<file path="src/sbqt_pkg.sv">
// Package for the semaphore blocked-queue table.
// Field widths, request and status codes, sequencer states, compare result struct.
package sbqt_pkg;

   localparam int KEY_W         = 31;
   localparam int PID_W         = 5;
   localparam int DEF_MAX_PROCS = 32;

   typedef enum logic [1:0] {
      REQ_INSERT  = 2'd0,
      REQ_REMOVE  = 2'd1,
      REQ_TAKEOUT = 2'd2,
      REQ_PEEK    = 2'd3
   } req_code_type;

   typedef enum logic [1:0] {
      STAT_OK       = 2'd0,
      STAT_FULL     = 2'd1,
      STAT_NOTFOUND = 2'd2
   } status_code_type;

   typedef enum logic [2:0] {
      FSM_IDLE,
      FSM_SCAN,
      FSM_ACT,
      FSM_WALK,
      FSM_DONE
   } fsm_state_type;

   typedef struct packed {
      logic key_eq;
      logic pid_eq;
      logic tail_eq;
   } cmp_result_type;

endpackage

</file>
<file path="src/sbqt_cmp.sv">
// Shared compare unit of the semaphore table sequencer.
// Key match for the descriptor scan, process and tail match for the queue walk.
// Depends on sbqt_pkg.
module sbqt_cmp (
   input  logic [sbqt_pkg::KEY_W-1:0] a_key,
   input  logic [sbqt_pkg::KEY_W-1:0] b_key,
   input  logic [sbqt_pkg::PID_W-1:0] cur,
   input  logic [sbqt_pkg::PID_W-1:0] pid,
   input  logic [sbqt_pkg::PID_W-1:0] tail,
   output sbqt_pkg::cmp_result_type   res
);

   always_comb begin
      res.key_eq  = (a_key == b_key);
      res.pid_eq  = (cur == pid);
      res.tail_eq = (cur == tail);
   end

endmodule

</file>
<file path="src/semaphore_blocked_queue_table_top.sv">
// Semaphore blocked-queue table: one item at a time under a small sequencer.
// Each accepted request scans the descriptors, one per cycle, through the shared comparator;
// take-out then walks the blocked queue of the matching descriptor. Early rejects skip the
// scan and answer directly. One item at a time: not ready until the result is in the output
// register and the sequencer is back in idle.
// Reset (synchronous): all descriptors free, no process blocked, no result pending.
// Depends on sbqt_pkg and sbqt_cmp.
module semaphore_blocked_queue_table_top #(
   parameter int MAX_PROCS = sbqt_pkg::DEF_MAX_PROCS
) (
   input  logic                       clock,
   input  logic                       reset,
   input  logic                       req_valid,
   output logic                       req_ready,
   input  logic [1:0]                 req_req_type,
   input  logic [sbqt_pkg::KEY_W-1:0] req_sem_key,
   input  logic [sbqt_pkg::PID_W-1:0] req_proc_id,
   output logic                       rsp_valid,
   input  logic                       rsp_ready,
   output logic [1:0]                 rsp_status,
   output logic [sbqt_pkg::PID_W-1:0] rsp_result_proc
);

   localparam int DW = (MAX_PROCS > 1) ? $clog2(MAX_PROCS) : 1;
   localparam int KW = sbqt_pkg::KEY_W;
   localparam int PW = sbqt_pkg::PID_W;

   sbqt_pkg::fsm_state_type state_ff, state_in;

   logic [1:0]    rt_ff;
   logic [KW-1:0] key_ff;
   logic [PW-1:0] pid_ff;
   logic [DW-1:0] cnt_ff;
   logic [DW-1:0] d_ff;
   logic [DW-1:0] free_ff;
   logic          free_ok_ff;
   logic [PW-1:0] cur_ff;
   logic [PW-1:0] prev_ff;
   logic          first_ff;
   logic [1:0]    done_status_ff;
   logic [PW-1:0] done_proc_ff;
   logic          rsp_valid_ff;
   logic [1:0]    rsp_status_ff;
   logic [PW-1:0] rsp_proc_ff;

   logic [KW-1:0]        desc_key_ff  [MAX_PROCS];
   logic [MAX_PROCS-1:0] desc_active_ff;
   logic [PW-1:0]        head_ff      [MAX_PROCS];
   logic [PW-1:0]        tail_ff      [MAX_PROCS];
   logic [PW-1:0]        next_ff      [MAX_PROCS];
   logic [KW-1:0]        wait_ff      [MAX_PROCS];

   logic                     accept;
   logic                     pid_ok;
   logic [KW-1:0]            wait_req;
   logic [KW-1:0]            scan_key;
   logic                     scan_act;
   logic                     match;
   logic                     last;
   logic [PW-1:0]            head_d;
   logic [PW-1:0]            tail_d;
   logic [PW-1:0]            cmp_cur;
   logic [PW-1:0]            next_cur;
   logic                     cur_ok;
   logic                     early_fail;
   sbqt_pkg::cmp_result_type res;

   assign req_ready = (state_ff == sbqt_pkg::FSM_IDLE);
   assign accept    = req_valid && req_ready;
   assign pid_ok    = (32'(req_proc_id) < MAX_PROCS);
   assign wait_req  = wait_ff[DW'(req_proc_id)];
   assign scan_key  = desc_key_ff[cnt_ff];
   assign scan_act  = desc_active_ff[cnt_ff];
   assign head_d    = head_ff[d_ff];
   assign tail_d    = tail_ff[d_ff];
   assign cmp_cur   = (state_ff == sbqt_pkg::FSM_ACT) ? head_d : cur_ff;
   assign next_cur  = next_ff[DW'(cmp_cur)];
   assign cur_ok    = (32'(cur_ff) < MAX_PROCS);
   assign match     = scan_act && res.key_eq;
   assign last      = (cnt_ff == DW'(MAX_PROCS - 1));

   always_comb begin
      case (sbqt_pkg::req_code_type'(req_req_type))
         sbqt_pkg::REQ_INSERT:
            early_fail = (req_sem_key == '0) || !pid_ok || (wait_req != '0);
         sbqt_pkg::REQ_TAKEOUT:
            early_fail = !pid_ok || (wait_req == '0);
         default:
            early_fail = (req_sem_key == '0);
      endcase
   end

   sbqt_cmp u_cmp (
      .a_key (scan_key),
      .b_key (key_ff),
      .cur   (cmp_cur),
      .pid   (pid_ff),
      .tail  (tail_d),
      .res   (res)
   );

   always_ff @(posedge clock) begin
      if (reset) begin
         state_ff <= sbqt_pkg::FSM_IDLE;
      end else begin
         state_ff <= state_in;
      end
   end

   always_comb begin
      state_in = state_ff;
      unique case (state_ff)
         sbqt_pkg::FSM_IDLE: begin
            if (accept) state_in = early_fail ? sbqt_pkg::FSM_DONE : sbqt_pkg::FSM_SCAN;
         end
         sbqt_pkg::FSM_SCAN: begin
            if (match) state_in = sbqt_pkg::FSM_ACT;
            else if (last) state_in = sbqt_pkg::FSM_DONE;
         end
         sbqt_pkg::FSM_ACT: begin
            state_in = (rt_ff == sbqt_pkg::REQ_TAKEOUT) ? sbqt_pkg::FSM_WALK
                                                         : sbqt_pkg::FSM_DONE;
         end
         sbqt_pkg::FSM_WALK: begin
            if (!cur_ok || res.pid_eq || res.tail_eq || last) state_in = sbqt_pkg::FSM_DONE;
         end
         sbqt_pkg::FSM_DONE: begin
            if (!rsp_valid_ff || rsp_ready) state_in = sbqt_pkg::FSM_IDLE;
         end
         default: state_in = sbqt_pkg::FSM_IDLE;
      endcase
   end

   // Sequencer datapath and table updates
   always_ff @(posedge clock) begin
      if (reset) begin
         desc_active_ff <= '0;
         for (int i = 0; i < MAX_PROCS; i++) wait_ff[i] <= '0;
      end else begin
         case (state_ff)
            sbqt_pkg::FSM_IDLE: begin
               if (accept) begin
                  rt_ff          <= req_req_type;
                  pid_ff         <= req_proc_id;
                  key_ff         <= (req_req_type == sbqt_pkg::REQ_TAKEOUT) ? wait_req
                                                                            : req_sem_key;
                  cnt_ff         <= '0;
                  free_ok_ff     <= 1'b0;
                  done_status_ff <= sbqt_pkg::STAT_NOTFOUND;
                  done_proc_ff   <= '0;
               end
            end
            sbqt_pkg::FSM_SCAN: begin
               if (match) begin
                  d_ff <= cnt_ff;
               end else begin
                  if (!scan_act && !free_ok_ff) begin
                     free_ff    <= cnt_ff;
                     free_ok_ff <= 1'b1;
                  end
                  if (last) begin
                     if (rt_ff == sbqt_pkg::REQ_INSERT) begin
                        if (free_ok_ff || !scan_act) begin
                           // take the lowest free descriptor for the new key
                           desc_active_ff[free_ok_ff ? free_ff : cnt_ff] <= 1'b1;
                           desc_key_ff[free_ok_ff ? free_ff : cnt_ff]    <= key_ff;
                           head_ff[free_ok_ff ? free_ff : cnt_ff]        <= pid_ff;
                           tail_ff[free_ok_ff ? free_ff : cnt_ff]        <= pid_ff;
                           wait_ff[DW'(pid_ff)]                          <= key_ff;
                           done_status_ff <= sbqt_pkg::STAT_OK;
                        end else begin
                           done_status_ff <= sbqt_pkg::STAT_FULL;
                        end
                     end
                  end else begin
                     cnt_ff <= cnt_ff + 1'b1;
                  end
               end
            end
            sbqt_pkg::FSM_ACT: begin
               case (sbqt_pkg::req_code_type'(rt_ff))
                  sbqt_pkg::REQ_INSERT: begin
                     next_ff[DW'(tail_d)] <= pid_ff;
                     tail_ff[d_ff]        <= pid_ff;
                     wait_ff[DW'(pid_ff)] <= key_ff;
                     done_status_ff       <= sbqt_pkg::STAT_OK;
                  end
                  sbqt_pkg::REQ_REMOVE: begin
                     if (res.tail_eq) desc_active_ff[d_ff] <= 1'b0;
                     else head_ff[d_ff] <= next_cur;
                     wait_ff[DW'(head_d)] <= '0;
                     done_status_ff       <= sbqt_pkg::STAT_OK;
                     done_proc_ff         <= head_d;
                  end
                  sbqt_pkg::REQ_PEEK: begin
                     done_status_ff <= sbqt_pkg::STAT_OK;
                     done_proc_ff   <= head_d;
                  end
                  default: begin
                     cur_ff   <= head_d;
                     first_ff <= 1'b1;
                     cnt_ff   <= '0;
                  end
               endcase
            end
            sbqt_pkg::FSM_WALK: begin
               if (cur_ok && res.pid_eq) begin
                  if (first_ff) begin
                     if (res.tail_eq) desc_active_ff[d_ff] <= 1'b0;
                     else head_ff[d_ff] <= next_cur;
                  end else begin
                     // unlink from the middle; pull the tail back if needed
                     next_ff[DW'(prev_ff)] <= next_cur;
                     if (res.tail_eq) tail_ff[d_ff] <= prev_ff;
                  end
                  wait_ff[DW'(pid_ff)] <= '0;
                  done_status_ff       <= sbqt_pkg::STAT_OK;
                  done_proc_ff         <= pid_ff;
               end else if (cur_ok && !res.tail_eq) begin
                  prev_ff  <= cur_ff;
                  first_ff <= 1'b0;
                  cur_ff   <= next_cur;
                  cnt_ff   <= cnt_ff + 1'b1;
               end
            end
            default: begin
            end
         endcase
      end
   end

   // Output register: holds the item until taken
   always_ff @(posedge clock) begin
      if (reset) begin
         rsp_valid_ff <= 1'b0;
      end else if (state_ff == sbqt_pkg::FSM_DONE && (!rsp_valid_ff || rsp_ready)) begin
         rsp_valid_ff  <= 1'b1;
         rsp_status_ff <= done_status_ff;
         rsp_proc_ff   <= done_proc_ff;
      end else if (rsp_ready) begin
         rsp_valid_ff <= 1'b0;
      end
   end

   assign rsp_valid       = rsp_valid_ff;
   assign rsp_status      = rsp_status_ff;
   assign rsp_result_proc = rsp_proc_ff;

endmodule
</file>
<file path="config.mk">
export PLATFORM = sky130hd
export DESIGN_NAME = semaphore_blocked_queue_table_top
export DESIGN_NICKNAME = d
export VERILOG_FILES = /design/src/sbqt_pkg.sv /design/src/sbqt_cmp.sv /design/src/semaphore_blocked_queue_table_top.sv
export SDC_FILE = /design/constraint.sdc
export NUM_CORES = 2
export LEC_CHECK = 0
export BUFFER_PORTS_ARGS = -buffer_cell sky130_fd_sc_hd__buf_2
export CAP_MARGIN = 20
export CORE_MARGIN = 2
export CORE_UTILIZATION = 35
export CTS_BUF_LIST = sky130_fd_sc_hd__clkbuf_4
export CTS_CLUSTER_SIZE = 40
export DETAILED_ROUTE_END_ITERATION = 8
export REMOVE_ABC_BUFFERS = 1
export SETUP_SLACK_MARGIN = 0.4
export SLEW_MARGIN = 20
export SYNTH_ARGS = -nofsm -noshare
export SYNTH_HDL_FRONTEND = slang
export SYNTH_SLANG_ARGS = --single-unit
</file>
<file path="constraint.sdc">
create_clock -name clock -period 5.78 [get_ports clock]
set_input_delay 1.156 -clock clock [delete_from_list [all_inputs] [get_ports clock]]
set_output_delay 1.156 -clock clock [all_outputs]
set_load 0.02 [all_outputs]
</file>
# ---- After elaboration in Yosys (flattened, before gate mapping)
# Memory sizes are Yosys's and may differ from the RTL's. A register that Yosys moved wholly into a read port is not among the register bits.
# Index checks and enable logic that the tools add are counted.
dict set report totals {
  output_inout_bits 9
  ram_bits 2464
  latch_bits 0
  n_memories 5
  regBits 115
  rom_bits 0
}
# name depth word_bits rd rd_clocked_by_memory_dff wr line_no
set mem_list {}
lappend mem_list {desc_key_ff 32 31 1 1 1 semaphore_blocked_queue_table_top.sv:46} ;# logic [KW-1:0] desc_key_ff [MAX_PROCS];
lappend mem_list {wait_ff 32 31 1 0 32 semaphore_blocked_queue_table_top.sv:51} ;# logic [KW-1:0] wait_ff [MAX_PROCS];
lappend mem_list {head_ff 32 5 1 1 1 semaphore_blocked_queue_table_top.sv:48} ;# logic [PW-1:0] head_ff [MAX_PROCS];
lappend mem_list {next_ff 32 5 1 0 1 semaphore_blocked_queue_table_top.sv:50} ;# logic [PW-1:0] next_ff [MAX_PROCS];
lappend mem_list {tail_ff 32 5 1 1 1 semaphore_blocked_queue_table_top.sv:49} ;# logic [PW-1:0] tail_ff [MAX_PROCS];
dict set report op_classes {
  mux 123
  n_addsub 1
  eq_ne 30
  n_shift 0
  bitwise_logic 11
  n_div 0
  n_mul 0
  reduce_logical 45
  order_cmp 5
}
# op count
set op_table {}
lappend op_table {{two-way mux 32 bit} 8}
lappend op_table {{two-way mux 31 bit} 5}
lappend op_table {{two-way mux 5 bit} 26}
lappend op_table {{case mux 32 bit (3 select lines)} 1}
lappend op_table {{zero test 31 bit} 2}
lappend op_table {{OR reduction 31 bit} 2}
lappend op_table {{two-way mux 1 bit} 59}
lappend op_table {{AND 32 bit} 1}
lappend op_table {{NOT 32 bit} 1}
lappend op_table {{OR 32 bit} 1}
lappend op_table {{== test 31 bit} 1}
lappend op_table {{nonzero test 31 bit} 1}
lappend op_table {{inequality test 2 bit (second input constant)} 14}
lappend op_table {{AND reduction 8 bit} 3}
lappend op_table {{two-way mux 3 bit} 7}
lappend op_table {{case mux 5 bit (4 select lines)} 1}
lappend op_table {{less-than comparator 5 x 6 -> 1 bit (second input constant)} 3}
lappend op_table {{case mux 3 bit (5 select lines)} 1}
lappend op_table {{case mux 5 bit (3 select lines)} 1}
lappend op_table {{AND reduction 5 bit} 3}
lappend op_table {{OR reduction 5 bit} 3}
lappend op_table {{two-way mux 2 bit} 6}
lappend op_table {{AND reduction 4 bit} 3}
lappend op_table {{demux 1 bit (select 5 bit)} 2}
lappend op_table {{29 further kinds} 60}

# ---- Depth between registers and ports, before layout
dict set report depth {
  word_depth 16
  mapped_depth 20
  mapped_depth_nobuf 10
}

# ---- By module
# A second synthesis with hierarchy kept.
dict set report unflattened {
  cells_unflattened 6328
  area_unflattened_um2 106833.7
}
# mod area_per_inst_um2 cells_per_inst instances seq_area_each_um2
set by_module_without_submodules {}
lappend by_module_without_submodules {semaphore_blocked_queue_table_top 106385.8 6273 1 77284.1}
lappend by_module_without_submodules {sbqt_cmp 447.9 55 1 0.0}

# ---- Least setup slack after synthesis
# Ideal clock, no wire load.
dict set report synth_path {
  kind {register to register}
  from {reg with a tool-made name}
  to {mem wait_ff[22][0] (netlist bit) (enable)}
  required_ns 5.313
  period_less_slack_ns 6.135
  n_path_buf 6
  slack_ns -0.355
  path_stages_with_launch 17
  arrival_time_ns 5.668
  path_cell_list {dfxtp_1 -> buf_4 -> buf_12 -> buf_12 -> buf_12 -> buf_6 -> mux2i_1 -> a22oi_1 -> a21oi_1 -> or4_1 -> a32o_1 -> nor4b_4 -> nand2_1 -> o31ai_4 -> nor3_1 -> buf_2 -> o31ai_1}
}
# item line_no
set synth_lines {}
lappend synth_lines {{to (decl)} semaphore_blocked_queue_table_top.sv:51}

==> impl_metrics.env <==
export IMPL_synth_area_leader_cell="edfxtp_1"
export IMPL_synth_edf_count=2543
export IMPL_synth_seq_cells=2589
export IMPL_cp_top_family="simple AND/OR/NAND/NOR gates"
export IMPL_drcViolationCount=0
export IMPL_worstMarginPinSlew_ns=1.19
export IMPL_synth_area_sq_um=110000
export IMPL_leakagePower_nw=40.5
export IMPL_clk_pin_slew_worst_paths_ns=0.06
export IMPL_die_x_um=564
export IMPL_slew_headroom=0.201
export IMPL_period_needed_ns=5.41
export IMPL_setup_viol_count_final=0
export IMPL_rsz0062_at_grt="yes"
export IMPL_grt_antenna_before_repair=13
export IMPL_cts_made_buffers=655
export IMPL_yosys_top_cells_area="edfxtp_1, mux4_2, nor4_1"
export IMPL_power_total_mw=40.1
export IMPL_grt_first_pass_wirelength_um=495000
export IMPL_io_pin_count=51
export IMPL_power_density_nw_per_um2=318
export IMPL_wl_per_cell_um=29.3
export IMPL_antenna_left=0
export IMPL_overflow=0
export IMPL_grt_pass1_vias=70543
export IMPL_crit_buf_inv=3
export IMPL_cts_sinks=2589
export IMPL_num_rows=205
export IMPL_grt_start_max_net_pins=226
export IMPL_io_buffers=50
export IMPL_yosysWarnings=0
export IMPL_wirelength_um=346000
export IMPL_drv_cap=0
export IMPL_grt_use_total=0.213
export IMPL_slew_violations=0
export IMPL_clock_latency_ns=1.41
export IMPL_drt_initial_drc_count=9787
export IMPL_cts_root_buf="clkbuf_4"
export IMPL_cp_slowest_cell="or4_1"
export IMPL_final_cells=11832
export IMPL_syn_to_final_growth_pct=14.8
export IMPL_cp_arrival_ns=6.38
export IMPL_fillers=28501
export IMPL_synth_most_common_cell="edfxtp_1"
export IMPL_place_gp_congestion=0.882
export IMPL_via_count=71047
export IMPL_path_max_fanout=225
export IMPL_dp_hpwl_um=206000
export IMPL_dp_cells=10711
export IMPL_hold_class="in2reg"
export IMPL_start_kind="flip-flop"
export IMPL_ys_top_cells_by_count="edfxtp_1, nor4_1, mux4_2, mux2i_1, nand2_1"
export IMPL_tritoncts="yes"
export IMPL_ys_async_sr_fraction=0
export IMPL_design_die_area_sq_um=318000
export IMPL_max_freq_ghz=0.185
export IMPL_cp_cell_sequence="buf_12 > mux2i_1 > a22oi_1 > a21oi_1 > or4_1 > a32o_1 > nor4b_4 > nand2_1 > o31ai_4 > buf_4 > buf_16 > nor4_1"
export IMPL_path_class="reg2reg"
export IMPL_finalClockSkew_ns=0.197
export IMPL_num_nets_final=7288
export IMPL_die_h_um=564
export IMPL_start_util=0.352
export IMPL_cp_end_kind="flip-flop"
export IMPL_htreeDepth=6
export IMPL_core_area_sq_um=312000
export IMPL_drive_gt1_frac=0.270
export IMPL_syn_inst=6741
export IMPL_cp_required_ns=6.75
export IMPL_min_period_over_period=0.937
export IMPL_ir_worst_vdd_uv=203
export IMPL_drtPass1Iterations=5
export IMPL_status="completed"
export IMPL_cp_slowest_stage_delay_ns=0.75
export IMPL_clockBufferDepth=4
export IMPL_synth_flop_cell="edfxtp_1"
export IMPL_synth_top_cell_area_share=0.696
export IMPL_hold_viol=0
export IMPL_synth_cell_types=82
export IMPL_syn_avg_cell_area_sq_um=16.3
export IMPL_vias_per_cell=6.00
export IMPL_ys_seq_area_frac=0.704
==> final timing paths <==
check | cells after the start | from | slack, ns | to
worst min register to register | 0 | cur_ff[4] | 0.41 | prev_ff[4]
worst max-delay path | 12 | flip-flop | 0.37 | wait_ff[11][8]
worst min-delay path | 2 | req_sem_key[22] | 0.17 | key_ff[22]
worst max register to register | 12 | flip-flop | 0.37 | wait_ff[11][8]
==> metal layers <==
layer | vias up | global-route usage | wire length [um]
li1 | 29364 | - | -
met1 | 36137 | 0.280 | 133000
met2 | 4643 | 0.330 | 159000
met3 | 891 | 0.0561 | 39400
met4 | 12 | 0.0949 | 15200
met5 | - | 0 | 84
==> worst reg2reg max path, stage by stage (launching register included) <==
cell and delay (ns):
dfxtp_4 0.55, buf_12 0.33, mux2i_1 0.15, a22oi_1 0.27, a21oi_1 0.09, or4_1 0.75
a32o_1 0.41, nor4b_4 0.35, nand2_1 0.21, o31ai_4 0.41, buf_4 0.44, buf_16 0.58
nor4_1 0.49
==> flip-flops by register name (all words and copies together) (netlist names), 3 cells and up, named ones only <==
register and cells:
cnt_ff 5, desc_key_ff 992, done_proc_ff 5, key_ff 31, next_ff 160, pid_ff 5
desc_active_ff 32, prev_ff 5, free_ff 5, d_ff 5, head_ff 160, cur_ff 5
tail_ff 160, wait_ff 992, state_ff 3, rsp_result_proc 5
==> area by class of cell <==
cell class	instances	area (sq um)	area share
flip-flops and latches	2589	77300	0.613
repair buffers	484	5280	0.0419
multi-input cells	3476	30200	0.240
well taps	4140	5180	0.0411
inverters	38	145	0.00115
clock buffers	906	6800	0.0540
diodes	9	22.5	0.000179
clock inverters	190	1090	0.00867
==> cell usage in the layout, fill, tap and decap left out, types with 89 or more instances in the layout <==
| cell type | instances |
|---|---|
| o22ai_1 | 135 |
| clkinv_1 | 129 |
| clkbuf_4 | 906 |
| nand2_1 | 380 |
| mux4_2 | 416 |
| nor2_1 | 89 |
| buf_12 | 136 |
| nor3_1 | 191 |
| nor4_1 | 867 |
| buf_4 | 293 |
| edfxtp_1 | 2543 |
| a22oi_1 | 210 |
| mux2i_1 | 401 |
| a21oi_1 | 126 |
==> metrics by stage <==
stage	utilization	TNS, ns	worst slack, ns	hold WS (ns)	instance area [sq um]
after floorplan	-	-	-38.36	0.400	107000
after global placement	0.378	-110.55	-0.261	0.409	118000
after CTS	0.403	0	0.401	0.0304	126000
after detailed placement	0.378	-4.00	-0.0732	0.416	118000
after global routing	0.404	0	0.219	0.107	126000
final	0.404	0	0.366	0.170	126000
==> what timing repair did <==
item	4_1_cts	5_1_grt
hold buffers	1	0
pin swaps	2	1
resized for setup	2	12
endpoints found under the setup margin	2695	1167
hold endpoints to repair	1	0
buffers inserted	2	12
gates cloned	0	0
==> cell families after synthesis <==
| group | Yosys count | synth area share |
|---|---|---|
| buffers and inverters | 676 | 0.0280 |
| AND/OR/NAND/NOR | 1847 | 0.0927 |
| adder cells (fa/ha/maj) | 2 | 0.000228 |
| AO/OA/AOI/OAI | 735 | 0.0460 |
| flip-flops | 2589 | 0.704 |
| multiplexers | 867 | 0.127 |
| XOR/XNOR | 25 | 0.00199 |
==> power by group <==
part	switching, mW	internal [mW]	leakage [nW]	total (mW)
sequential	0.208	20.9	24.6	21.1
clock	7.45	7.67	4.71	15.1
combinational	2.49	1.37	11.2	3.86
total	10.1	30.0	40.5	40.1
(Power assumes the default switching activity.)
